[config.mk]
export PLATFORM = sky130hd
export DESIGN_NAME = top_n_sorted_insert_table_top_flat
export DESIGN_NICKNAME = d
export VERILOG_FILES = /design/src/sv/nsit_pkg.sv /design/src/sv/nsit_req_if.sv /design/src/sv/nsit_rsp_if.sv /design/src/sv/nsit_mem.sv /design/src/sv/nsit_ctrl.sv /design/src/sv/top_n_sorted_insert_table_top.sv /design/src/flat_wrapper.sv
export SDC_FILE = /design/constraint.sdc
export NUM_CORES = 2
export LEC_CHECK = 0
export BUFFER_PORTS_ARGS = -buffer_cell sky130_fd_sc_hd__buf_2
export CAP_MARGIN = 20
export CORE_UTILIZATION = 55
export CTS_BUF_LIST = sky130_fd_sc_hd__clkbuf_4 sky130_fd_sc_hd__clkbuf_8 sky130_fd_sc_hd__clkbuf_16
export CTS_CLUSTER_DIAMETER = 150
export CTS_CLUSTER_SIZE = 20
export DETAILED_ROUTE_END_ITERATION = 8
export GPL_ROUTABILITY_DRIVEN = 0
export HOLD_SLACK_MARGIN = 0.12
export PLACE_DENSITY = 0.84
export REMOVE_ABC_BUFFERS = 1
export SYNTH_ARGS = -nofsm -noshare
export SYNTH_HDL_FRONTEND = slang
export SYNTH_HIERARCHICAL = 1
export SYNTH_SLANG_ARGS = --single-unit
[constraint.sdc]
create_clock -name clk -period 18.4 [get_ports clk]
set_input_delay 2.76 -clock clk [delete_from_list [all_inputs] [get_ports clk]]
set_output_delay 2.76 -clock clk [all_outputs]
set_load 0.05 [all_outputs]
[src/sv/nsit_pkg.sv]
// ----------------------------------------------------------------------------
// nsit_pkg: shared types and helpers of the top-N sorted insertion table
// Holds the operation codes, the stored entry layout, the result layout and
// the tag normalization function.
// ----------------------------------------------------------------------------
package nsit_pkg;

	localparam int SLOTS_DEF = 8;
	localparam int TAG_CHARS = 15;
	localparam int TAG_BITS  = 8 * TAG_CHARS;

	typedef enum logic [1:0] {
		OP_SUBMIT = 2'd0,
		OP_CLEAR  = 2'd1,
		OP_READ   = 2'd2,
		OP_NOP    = 2'd3
	} op_t;

	typedef struct packed {
		logic signed [31:0] score;
		logic [63:0]        name_lo;
		logic [55:0]        name_hi;
	} entry_t;

	typedef struct packed {
		logic               accepted;
		logic [2:0]         slot;
		logic signed [31:0] slot_score;
		logic [63:0]        slot_name_lo;
		logic [55:0]        slot_name_hi;
		logic [3:0]         filled;
	} result_t;

	// Every byte from the first zero byte on is cleared. Byte 0 sits in the low bits.
	function automatic logic [TAG_BITS-1:0] norm_tag(input logic [TAG_BITS-1:0] raw);
		logic [TAG_BITS-1:0] outv;
		logic                keep;
		outv = '0;
		keep = 1'b1;
		for (int i = 0; i < TAG_CHARS; i++) begin
			keep = keep & (raw[8*i +: 8] != 8'd0);
			outv[8*i +: 8] = keep ? raw[8*i +: 8] : 8'd0;
		end
		return outv;
	endfunction

endpackage

[src/sv/nsit_req_if.sv]
// ----------------------------------------------------------------------------
// nsit_req_if: request channel of the top-N sorted insertion table
// Valid/ready channel carrying one operation and its operands.
// ----------------------------------------------------------------------------
interface nsit_req_if;
	logic               valid;
	logic               ready;
	logic [1:0]         op;
	logic signed [31:0] score;
	logic [63:0]        name_lo;
	logic [55:0]        name_hi;
	logic [2:0]         read_slot;

	modport source (output valid, output op, output score, output name_lo,
		output name_hi, output read_slot, input ready);
	modport sink (input valid, input op, input score, input name_lo,
		input name_hi, input read_slot, output ready);
endinterface

[src/sv/nsit_rsp_if.sv]
// ----------------------------------------------------------------------------
// nsit_rsp_if: response channel of the top-N sorted insertion table
// Valid/ready channel carrying one result per request.
// ----------------------------------------------------------------------------
interface nsit_rsp_if;
	logic               valid;
	logic               ready;
	logic               accepted;
	logic [2:0]         slot;
	logic signed [31:0] slot_score;
	logic [63:0]        slot_name_lo;
	logic [55:0]        slot_name_hi;
	logic [3:0]         filled;

	modport source (output valid, output accepted, output slot, output slot_score,
		output slot_name_lo, output slot_name_hi, output filled, input ready);
	modport sink (input valid, input accepted, input slot, input slot_score,
		input slot_name_lo, input slot_name_hi, input filled, output ready);
endinterface

[src/sv/nsit_mem.sv]
// ----------------------------------------------------------------------------
// nsit_mem: entry store of the top-N sorted insertion table
// One write port and one read port with registered read data.
// ----------------------------------------------------------------------------
module nsit_mem #(
	parameter int SLOTS = nsit_pkg::SLOTS_DEF,
	parameter int IW    = (SLOTS > 1) ? $clog2(SLOTS) : 1
) (
	input  logic             clk,
	input  logic             we,
	input  logic [IW-1:0]    waddr,
	input  nsit_pkg::entry_t wdata,
	input  logic             re,
	input  logic [IW-1:0]    raddr,
	output nsit_pkg::entry_t rdata
);
	import nsit_pkg::*;

	entry_t mem [SLOTS];

	always_ff @(posedge clk) begin
		if (we) begin
			mem[waddr] <= wdata;
		end
		if (re) begin
			rdata <= mem[raddr];
		end
	end

endmodule

[src/sv/nsit_ctrl.sv]
// ----------------------------------------------------------------------------
// nsit_ctrl: sequencer of the top-N sorted insertion table
// Walks the store from the fill mark upward, moving lower entries down one
// place until the insertion point is found, and serves reads and clears.
// ----------------------------------------------------------------------------
module nsit_ctrl #(
	parameter int SLOTS = nsit_pkg::SLOTS_DEF,
	parameter int IW    = (SLOTS > 1) ? $clog2(SLOTS) : 1,
	parameter int CW    = $clog2(SLOTS + 1)
) (
	input  logic              clk,
	input  logic              arst_n,
	nsit_req_if.sink          req,
	output nsit_pkg::result_t res,
	output logic              res_valid,
	input  logic              res_take,
	output logic              mem_we,
	output logic [IW-1:0]     mem_waddr,
	output nsit_pkg::entry_t  mem_wdata,
	output logic              mem_re,
	output logic [IW-1:0]     mem_raddr,
	input  nsit_pkg::entry_t  mem_rdata
);
	import nsit_pkg::*;

	localparam int RW = (IW > 3) ? IW : 3;
	localparam int SW = (CW > 3) ? CW : 3;
	localparam int FW = (CW > 4) ? CW : 4;

	typedef enum logic [2:0] {
		S_IDLE,
		S_WALK,
		S_CMP,
		S_INSERT,
		S_RDDATA,
		S_DONE
	} state_t;

	state_t              state_q;
	logic [CW-1:0]       fill_q;
	logic [CW-1:0]       k_q;
	entry_t              new_q;
	result_t             res_q;

	logic                acc;
	logic                rd_hit;
	logic [RW-1:0]       rs_ext;
	logic [CW-1:0]       km1;
	logic                k_in;
	logic                lower;
	logic [SW-1:0]       k_ext;
	logic [FW-1:0]       fill_ext;
	logic [TAG_BITS-1:0] tag_n;

	assign req.ready = (state_q == S_IDLE);
	assign acc       = req.valid && req.ready;
	assign rs_ext    = RW'(req.read_slot);
	// Slots at or above the fill mark are empty and read as zero.
	assign rd_hit    = ({{CW{1'b0}}, req.read_slot} < {3'b000, fill_q});
	assign km1       = k_q - CW'(1);
	assign k_in      = (k_q < CW'(SLOTS));
	assign lower     = (mem_rdata.score < new_q.score);
	assign k_ext     = SW'(k_q);
	assign fill_ext  = FW'(fill_q);
	assign tag_n     = norm_tag({req.name_hi, req.name_lo});

	always_comb begin
		mem_re    = 1'b0;
		mem_raddr = km1[IW-1:0];
		mem_we    = 1'b0;
		mem_waddr = k_q[IW-1:0];
		mem_wdata = new_q;
		case (state_q)
			S_IDLE: begin
				mem_re    = acc && (op_t'(req.op) == OP_READ) && rd_hit;
				mem_raddr = rs_ext[IW-1:0];
			end
			S_WALK: begin
				mem_re = (k_q != '0);
			end
			S_CMP: begin
				// Entry above is lower than the new score: move it down one place.
				mem_we    = lower && k_in;
				mem_wdata = mem_rdata;
			end
			S_INSERT: begin
				mem_we = k_in;
			end
			default: begin
			end
		endcase
	end

	always_comb begin
		res        = res_q;
		res.filled = fill_ext[3:0];
	end

	assign res_valid = (state_q == S_DONE);

	always_ff @(posedge clk or negedge arst_n) begin
		if (!arst_n) begin
			state_q <= S_IDLE;
			fill_q  <= '0;
			k_q     <= '0;
		end else begin
			case (state_q)
				S_IDLE: begin
					if (acc) begin
						res_q         <= '0;
						new_q.score   <= req.score;
						new_q.name_lo <= tag_n[63:0];
						new_q.name_hi <= tag_n[TAG_BITS-1:64];
						k_q           <= fill_q;
						case (op_t'(req.op))
							OP_SUBMIT: begin
								state_q <= (req.score > 0) ? S_WALK : S_DONE;
							end
							OP_CLEAR: begin
								fill_q  <= '0;
								state_q <= S_DONE;
							end
							OP_READ: begin
								state_q <= rd_hit ? S_RDDATA : S_DONE;
							end
							default: begin
								state_q <= S_DONE;
							end
						endcase
					end
				end
				S_WALK: begin
					state_q <= (k_q == '0) ? S_INSERT : S_CMP;
				end
				S_CMP: begin
					if (lower) begin
						k_q     <= km1;
						state_q <= S_WALK;
					end else begin
						state_q <= S_INSERT;
					end
				end
				S_INSERT: begin
					if (k_in) begin
						res_q.accepted <= 1'b1;
						res_q.slot     <= k_ext[2:0];
						if (fill_q < CW'(SLOTS)) begin
							fill_q <= fill_q + CW'(1);
						end
					end
					state_q <= S_DONE;
				end
				S_RDDATA: begin
					res_q.slot_score   <= mem_rdata.score;
					res_q.slot_name_lo <= mem_rdata.name_lo;
					res_q.slot_name_hi <= mem_rdata.name_hi;
					state_q            <= S_DONE;
				end
				S_DONE: begin
					if (res_take) begin
						state_q <= S_IDLE;
					end
				end
				default: begin
					state_q <= S_IDLE;
				end
			endcase
		end
	end

	a_fill_bound: assert property (@(posedge clk) disable iff (!arst_n)
		fill_q <= CW'(SLOTS))
		else $error("fill count exceeds table depth");

	a_walk_below_fill: assert property (@(posedge clk) disable iff (!arst_n)
		(state_q == S_WALK || state_q == S_CMP || state_q == S_INSERT) |-> k_q <= fill_q)
		else $error("walk position above fill mark");

	a_write_in_range: assert property (@(posedge clk) disable iff (!arst_n)
		mem_we |-> k_in && !mem_re)
		else $error("store write out of range or overlapping a read");

	a_insert_grows: assert property (@(posedge clk) disable iff (!arst_n)
		(state_q == S_INSERT && k_in && fill_q < CW'(SLOTS)) |=> fill_q == $past(fill_q) + CW'(1))
		else $error("accepted insert did not raise fill count");

	a_accept_nonempty: assert property (@(posedge clk) disable iff (!arst_n)
		(res_valid && res_q.accepted) |-> fill_q != '0)
		else $error("accepted submit with empty table");

endmodule

[src/sv/top_n_sorted_insert_table_top.sv]
// ----------------------------------------------------------------------------
// top_n_sorted_insert_table_top: top-N score table with tags
// Keeps entries in descending score order in a one-port-read store.
// ----------------------------------------------------------------------------
// Usage:
// Requests arrive on the req channel and each one yields exactly one result
// on the rsp channel; a transaction completes when valid and ready are high.
// A submit is placed after every stored entry with an equal or higher score;
// lower entries move down one slot and the last falls off a full table.
// The sequencer walks the store from the fill mark upward; for each entry
// it compares, it first reads the entry, then compares and moves it. A
// submit stops at an equal or higher score or when it reaches slot 0; a
// read of an occupied slot fetches the entry from the store. Submits with
// a score that is not positive are rejected without a walk. One request is
// in work at a time; req.ready rises as the result register loads, so the
// next request can be taken in the following cycle.
// Results sit in an output register, so the next request is taken while a
// result waits; a stalled receiver holds the sequencer once it has its next
// result ready. Reset empties the table at once.
// ----------------------------------------------------------------------------
module top_n_sorted_insert_table_top #(
	parameter int SLOTS = nsit_pkg::SLOTS_DEF
) (
	input  logic       clk,
	input  logic       arst_n,
	nsit_req_if.sink   req,
	nsit_rsp_if.source rsp
);
	import nsit_pkg::*;

	localparam int IW = (SLOTS > 1) ? $clog2(SLOTS) : 1;
	localparam int CW = $clog2(SLOTS + 1);

	result_t       res;
	logic          res_valid;
	logic          out_free;
	logic          mem_we;
	logic [IW-1:0] mem_waddr;
	entry_t        mem_wdata;
	logic          mem_re;
	logic [IW-1:0] mem_raddr;
	entry_t        mem_rdata;
	result_t       rsp_q;
	logic          rsp_valid_q;

	nsit_ctrl #(.SLOTS(SLOTS), .IW(IW), .CW(CW)) u_ctrl (
		.clk       (clk),
		.arst_n    (arst_n),
		.req       (req),
		.res       (res),
		.res_valid (res_valid),
		.res_take  (out_free),
		.mem_we    (mem_we),
		.mem_waddr (mem_waddr),
		.mem_wdata (mem_wdata),
		.mem_re    (mem_re),
		.mem_raddr (mem_raddr),
		.mem_rdata (mem_rdata)
	);

	nsit_mem #(.SLOTS(SLOTS), .IW(IW)) u_mem (
		.clk   (clk),
		.we    (mem_we),
		.waddr (mem_waddr),
		.wdata (mem_wdata),
		.re    (mem_re),
		.raddr (mem_raddr),
		.rdata (mem_rdata)
	);

	assign out_free = !rsp_valid_q || rsp.ready;

	always_ff @(posedge clk or negedge arst_n) begin
		if (!arst_n) begin
			rsp_valid_q <= 1'b0;
		end else if (out_free) begin
			rsp_valid_q <= res_valid;
			if (res_valid) begin
				rsp_q <= res;
			end
		end
	end

	assign rsp.valid        = rsp_valid_q;
	assign rsp.accepted     = rsp_q.accepted;
	assign rsp.slot         = rsp_q.slot;
	assign rsp.slot_score   = rsp_q.slot_score;
	assign rsp.slot_name_lo = rsp_q.slot_name_lo;
	assign rsp.slot_name_hi = rsp_q.slot_name_hi;
	assign rsp.filled       = rsp_q.filled;

endmodule
[src/flat_wrapper.sv]
// flat-port wrapper written by rule: the top's interface ports become plain ports
module top_n_sorted_insert_table_top_flat import nsit_pkg::*;
#(
	parameter int SLOTS = nsit_pkg::SLOTS_DEF
)
  (clk, arst_n, req_valid, req_op, req_score, req_name_lo, req_name_hi, req_read_slot, req_ready, rsp_valid, rsp_accepted, rsp_slot, rsp_slot_score, rsp_slot_name_lo, rsp_slot_name_hi, rsp_filled, rsp_ready);
  nsit_req_if req_i ();
  nsit_rsp_if rsp_i ();
  input  logic clk;
  input  logic arst_n;
  input wire logic [$bits(req_i.valid)-1:0] req_valid;
  input wire logic [$bits(req_i.op)-1:0] req_op;
  input wire logic [$bits(req_i.score)-1:0] req_score;
  input wire logic [$bits(req_i.name_lo)-1:0] req_name_lo;
  input wire logic [$bits(req_i.name_hi)-1:0] req_name_hi;
  input wire logic [$bits(req_i.read_slot)-1:0] req_read_slot;
  output wire logic [$bits(req_i.ready)-1:0] req_ready;
  output wire logic [$bits(rsp_i.valid)-1:0] rsp_valid;
  output wire logic [$bits(rsp_i.accepted)-1:0] rsp_accepted;
  output wire logic [$bits(rsp_i.slot)-1:0] rsp_slot;
  output wire logic [$bits(rsp_i.slot_score)-1:0] rsp_slot_score;
  output wire logic [$bits(rsp_i.slot_name_lo)-1:0] rsp_slot_name_lo;
  output wire logic [$bits(rsp_i.slot_name_hi)-1:0] rsp_slot_name_hi;
  output wire logic [$bits(rsp_i.filled)-1:0] rsp_filled;
  input wire logic [$bits(rsp_i.ready)-1:0] rsp_ready;
  assign req_i.valid = req_valid;
  assign req_i.op = req_op;
  assign req_i.score = req_score;
  assign req_i.name_lo = req_name_lo;
  assign req_i.name_hi = req_name_hi;
  assign req_i.read_slot = req_read_slot;
  assign req_ready = req_i.ready;
  assign rsp_valid = rsp_i.valid;
  assign rsp_accepted = rsp_i.accepted;
  assign rsp_slot = rsp_i.slot;
  assign rsp_slot_score = rsp_i.slot_score;
  assign rsp_slot_name_lo = rsp_i.slot_name_lo;
  assign rsp_slot_name_hi = rsp_i.slot_name_hi;
  assign rsp_filled = rsp_i.filled;
  assign rsp_i.ready = rsp_ready;
  top_n_sorted_insert_table_top #(.SLOTS(SLOTS)) u_core (.clk(clk), .arst_n(arst_n), .req(req_i), .rsp(rsp_i));
endmodule
==> impl_results.md <==
* Status: completed
* FF+latch area at 55400 um^2
* R2R setup slack at 11.94 ns
* CTS tree: done
* Synth Area in Compound Gates at less than 1%
* Post-synth EDFFs at 1836
* Die footprint at roughly 130000 um^2
* Worst path slowest cell: buf_4
* Area of the multi-input gates at roughly 14000 um^2
* Die H at 359 um
* Placed cell areas at approximately 74000 um^2
* Peak VDD IR at 0.262 mV
* Dominant synthesized flop cell: edfxtp_1
* Largest net degree at the start of global routing at between 150 and 200
* Simple-gate share of the synthesized area at 5.62%
* Startpoint class of the critical path: flop
* Detail-routed via count per cell at 6.18
* WHS Endpoint: u_core/rsp.slot_name_hi[21]
* First-pass GRT wire length at between 200000 and 250000 um
* Commonest cells post-synth: edfxtp_1 (1836), nand2_1 (432), and2_1 (259)
* DR WL/cell at 27.4 um
* Combinational family with the most area after synthesis: multiplexers
* Top Ports at 323
* Worst min-delay path class: reg2reg
* Synth Area per Inst at 20.4 um^2
* Detail Placement HPWL at 81300 um
* Multiplexer share of the synthesized area at between 10% and 20%
* Detailed Route Iter0 Violations at 4004
* # setup viols final at 0
* Vias in the first global route at 34400
* Max Cap Viol at 0
* Max clock buf depth at 3
* Post-Syn Area at 70200 um^2
* Critical path's top delay family: buffers and inverters
* Crit-path cells: ha_1 > a211oi_1 > o21ai_0 > a211oi_1 > o311ai_0 > a31oi_1 > o21ai_0 > a21oi_1 > nand2_1 > nor2_4 > buf_4 > buf_4 > buf_4
* Register area share after synthesis at 78.9%
* Layout cells sized above 1 at 23.9%
* Drt first pass iters at 7
* Final Hold Viols at 0
* Area delta synth->final at 8.97%
* Clk_lat worst skew at about 0.7 ns
* Vias after detailed routing at 33600
* Clock skew at 0.0299 ns
* Worst-path fanout max at 55
* Synthesis Warnings at 6
* Worst-Margin Slew at 1.10 ns
* Most common cell in the netlist: edfxtp_1
* Core area at 126000 um^2
* Cell Pwr Density at 156 nW/um^2
* Post-Route WL at 149000 um
* Reg2reg start: u_core/u_mem/rdata[122]
* Port bufs at 322
* Synth Register Bits at around 1800
* Critical Path Sink Type: flop
* Fraction of the mapped netlist area in adder cells at 0.623%
* Die Wd at roughly 360 um
* Synth Area in XOR/XNOR at 0.0249%
* CP required at between 15 and 20 ns
* H-tree depth at 3
* Final WS setup at between 10 and 15 ns
* Fin Hold WS at 0.410 ns
* Tcrit/Tclk final at a little over a third
* Total Power at around 12 mW
* Crit Path Class: reg2reg
* Post-CTS Resized at 0
* Pre-CTS setup slack at 11.49 ns
* Synth Instances at approximately 3400
* CTS buffer count at 102
* Filler Cell Count at 8488
* GRT Total Usage at 23.0%
* Fin Setup TNS at 0 ns
* ANT nets after route at 0
* RSZ-0062 raised after global routing: false
* Reg2reg end: u_core/u_mem/mem[7][23]
* Leak at 25.3 nW
* Drt drc at 0
* Buf/Inv on CP at 3
* Clk slew on worst S/H paths at roughly 0.08 ns
* Async SR Flop Fraction at 0.649%
* Synth cell types at about 50
* Max Freq at between 150 and 200 MHz
* Remaining global-route overflow at 0
* # hold bufs at CTS at 0
* Area share of the largest cell type after synthesis at 78.5%
* Largest cells by area after synthesis: edfxtp_1 (78%), mux4_2 (7.2%), mux4_1 (3.0%), mux2_2 (2.4%), nand2_1 (2.3%)
* CTS Root Cell: clkbuf_16
* Area leader, netlist: edfxtp_1
* Clock Sinks at 1848
* Final nets at 3956
* CP max stage delay at 0.90 ns
* Starting Density at 55.6%
* Post-CTS Setup Inserts at 0
* Most frequent CP cell: buf_4
* Final core utilization at about three fifths
* Post-Layout Inst Area at 76500 um^2
* Min-Delay Path Depth at 0
* Inst Count DP at 5301
* Slew HR at 25.9%
* Non-Filler Instances at around 5400
* Reg2Reg Depth at 13
* Min cycle time layout at 6.46 ns
* Antenna violations before repair at 10
* Final Max Slew Viols at 0
* CP arrival at 6.79 ns
* HP Start: u_core/u_ctrl/res[25]
* Std cell rows at 130
logic make-up (layout without fill, tap and decap cells):
group	count (synthesis)	after routing
flip-flops	1848	1848
AND/OR/NAND/NOR	811	811
multiplexers	458	458
buffers and inverters	198	543
AO/OA/AOI/OAI	87	87
adder cells (fa/ha/maj)	35	35
XOR/XNOR	2	2
other	0	1
sequential cells by signal (all words and copies together), names as in the netlist:
register,flops
u_core/u_ctrl/state_q,3
u_core/u_mem/mem,1216
u_core/rsp.slot_name_lo,64
u_core/u_mem/rdata,152
u_core/rsp.slot_score,32
u_core/u_ctrl/fill_ext,4
u_core/rsp.valid,1
u_core/rsp.slot,3
u_core/rsp.accepted,1
u_core/u_ctrl/new_q,152
u_core/rsp.filled,4
u_core/rsp.slot_name_hi,56
u_core/u_ctrl/res,156
u_core/u_ctrl/k_ext,4
worst max path at each step:
stage          slack, ns                      end                     start  depth (start not counted)
2_1_floorplan     -22.20  u_core/u_mem/rdata[104]  u_core/u_ctrl/state_q[1]                          4
3_3_place_gp       11.55  u_core/u_mem/rdata[106]          req_read_slot[0]                          8
3_5_place_dp       11.49  u_core/u_mem/rdata[106]          req_read_slot[0]                          8
4_1_cts            11.97  u_core/u_mem/mem[7][11]   u_core/u_mem/rdata[122]                         13
5_1_grt            11.68  u_core/u_mem/mem[7][23]   u_core/u_mem/rdata[122]                         13
6_report           11.94  u_core/u_mem/mem[7][23]   u_core/u_mem/rdata[122]                         13
worst reg2reg max path, cell delays in order (launching register included):
cell and delay [ns]:
edfxtp_1 0.43, ha_1 0.34, a211oi_1 0.21, o21ai_0 0.17, a211oi_1 0.36, o311ai_0 0.29
a31oi_1 0.57, o21ai_0 0.24, a21oi_1 0.26, nand2_1 0.27, nor2_4 0.44, buf_4 0.59
buf_4 0.90, buf_4 0.97
layout make-up:
type	count	share of cell area, %
Timing Repair Buffer	377	2.81
Sequential cell	1848	72.4
Clock inverter	4	0.0752
Tap cell	1650	2.70
Clock buffer	124	3.62
Antenna cell	1	0.00327
Inverter	38	0.186
Multi-Input combinational cell	1393	18.2
metal layers:
layer | global-route usage [%] | vias to the layer above | wire (um)
li1 | - | 14100 | -
met1 | 31.9 | 17400 | 58800
met2 | 37.5 | 1831 | 72300
met3 | 4.53 | 241 | 13500
met4 | 6.92 | 4 | 4490
met5 | 0 | - | 26
placed cells by master (no fill, tap or decap), types with 3 or more instances in the layout:
| cell type | instances |
|---|---|
| a21oi_1 | 16 |
| nor2_4 | 6 |
| inv_1 | 38 |
| buf_2 | 322 |
| o221ai_1 | 3 |
| mux2_2 | 152 |
| clkinv_8 | 3 |
| and3_1 | 12 |
| dfrtp_1 | 12 |
| clkbuf_16 | 105 |
| o21ai_0 | 46 |
| mux4_1 | 80 |
| nand2_1 | 431 |
| buf_12 | 7 |
| nor4_1 | 35 |
| mux4_2 | 224 |
| o21ai_4 | 3 |
| clkbuf_4 | 22 |
| a211oi_1 | 4 |
| edfxtp_1 | 1836 |
| nor3_1 | 5 |
| nand2b_1 | 10 |
| nand3_1 | 4 |
| nand4_1 | 9 |
| ha_1 | 35 |
| nor2_1 | 20 |
| nor3b_1 | 3 |
| buf_4 | 43 |
| and2_1 | 258 |
| nor3_2 | 4 |
report_power, final:
group	internal [mW]	total [mW]	switching [mW]
combinational	1.68	3.77	2.09
clock	1.06	2.30	1.24
sequential	5.59	5.84	0.244
total	8.33	11.9	3.58
Power figures use the tool's default switching activity.
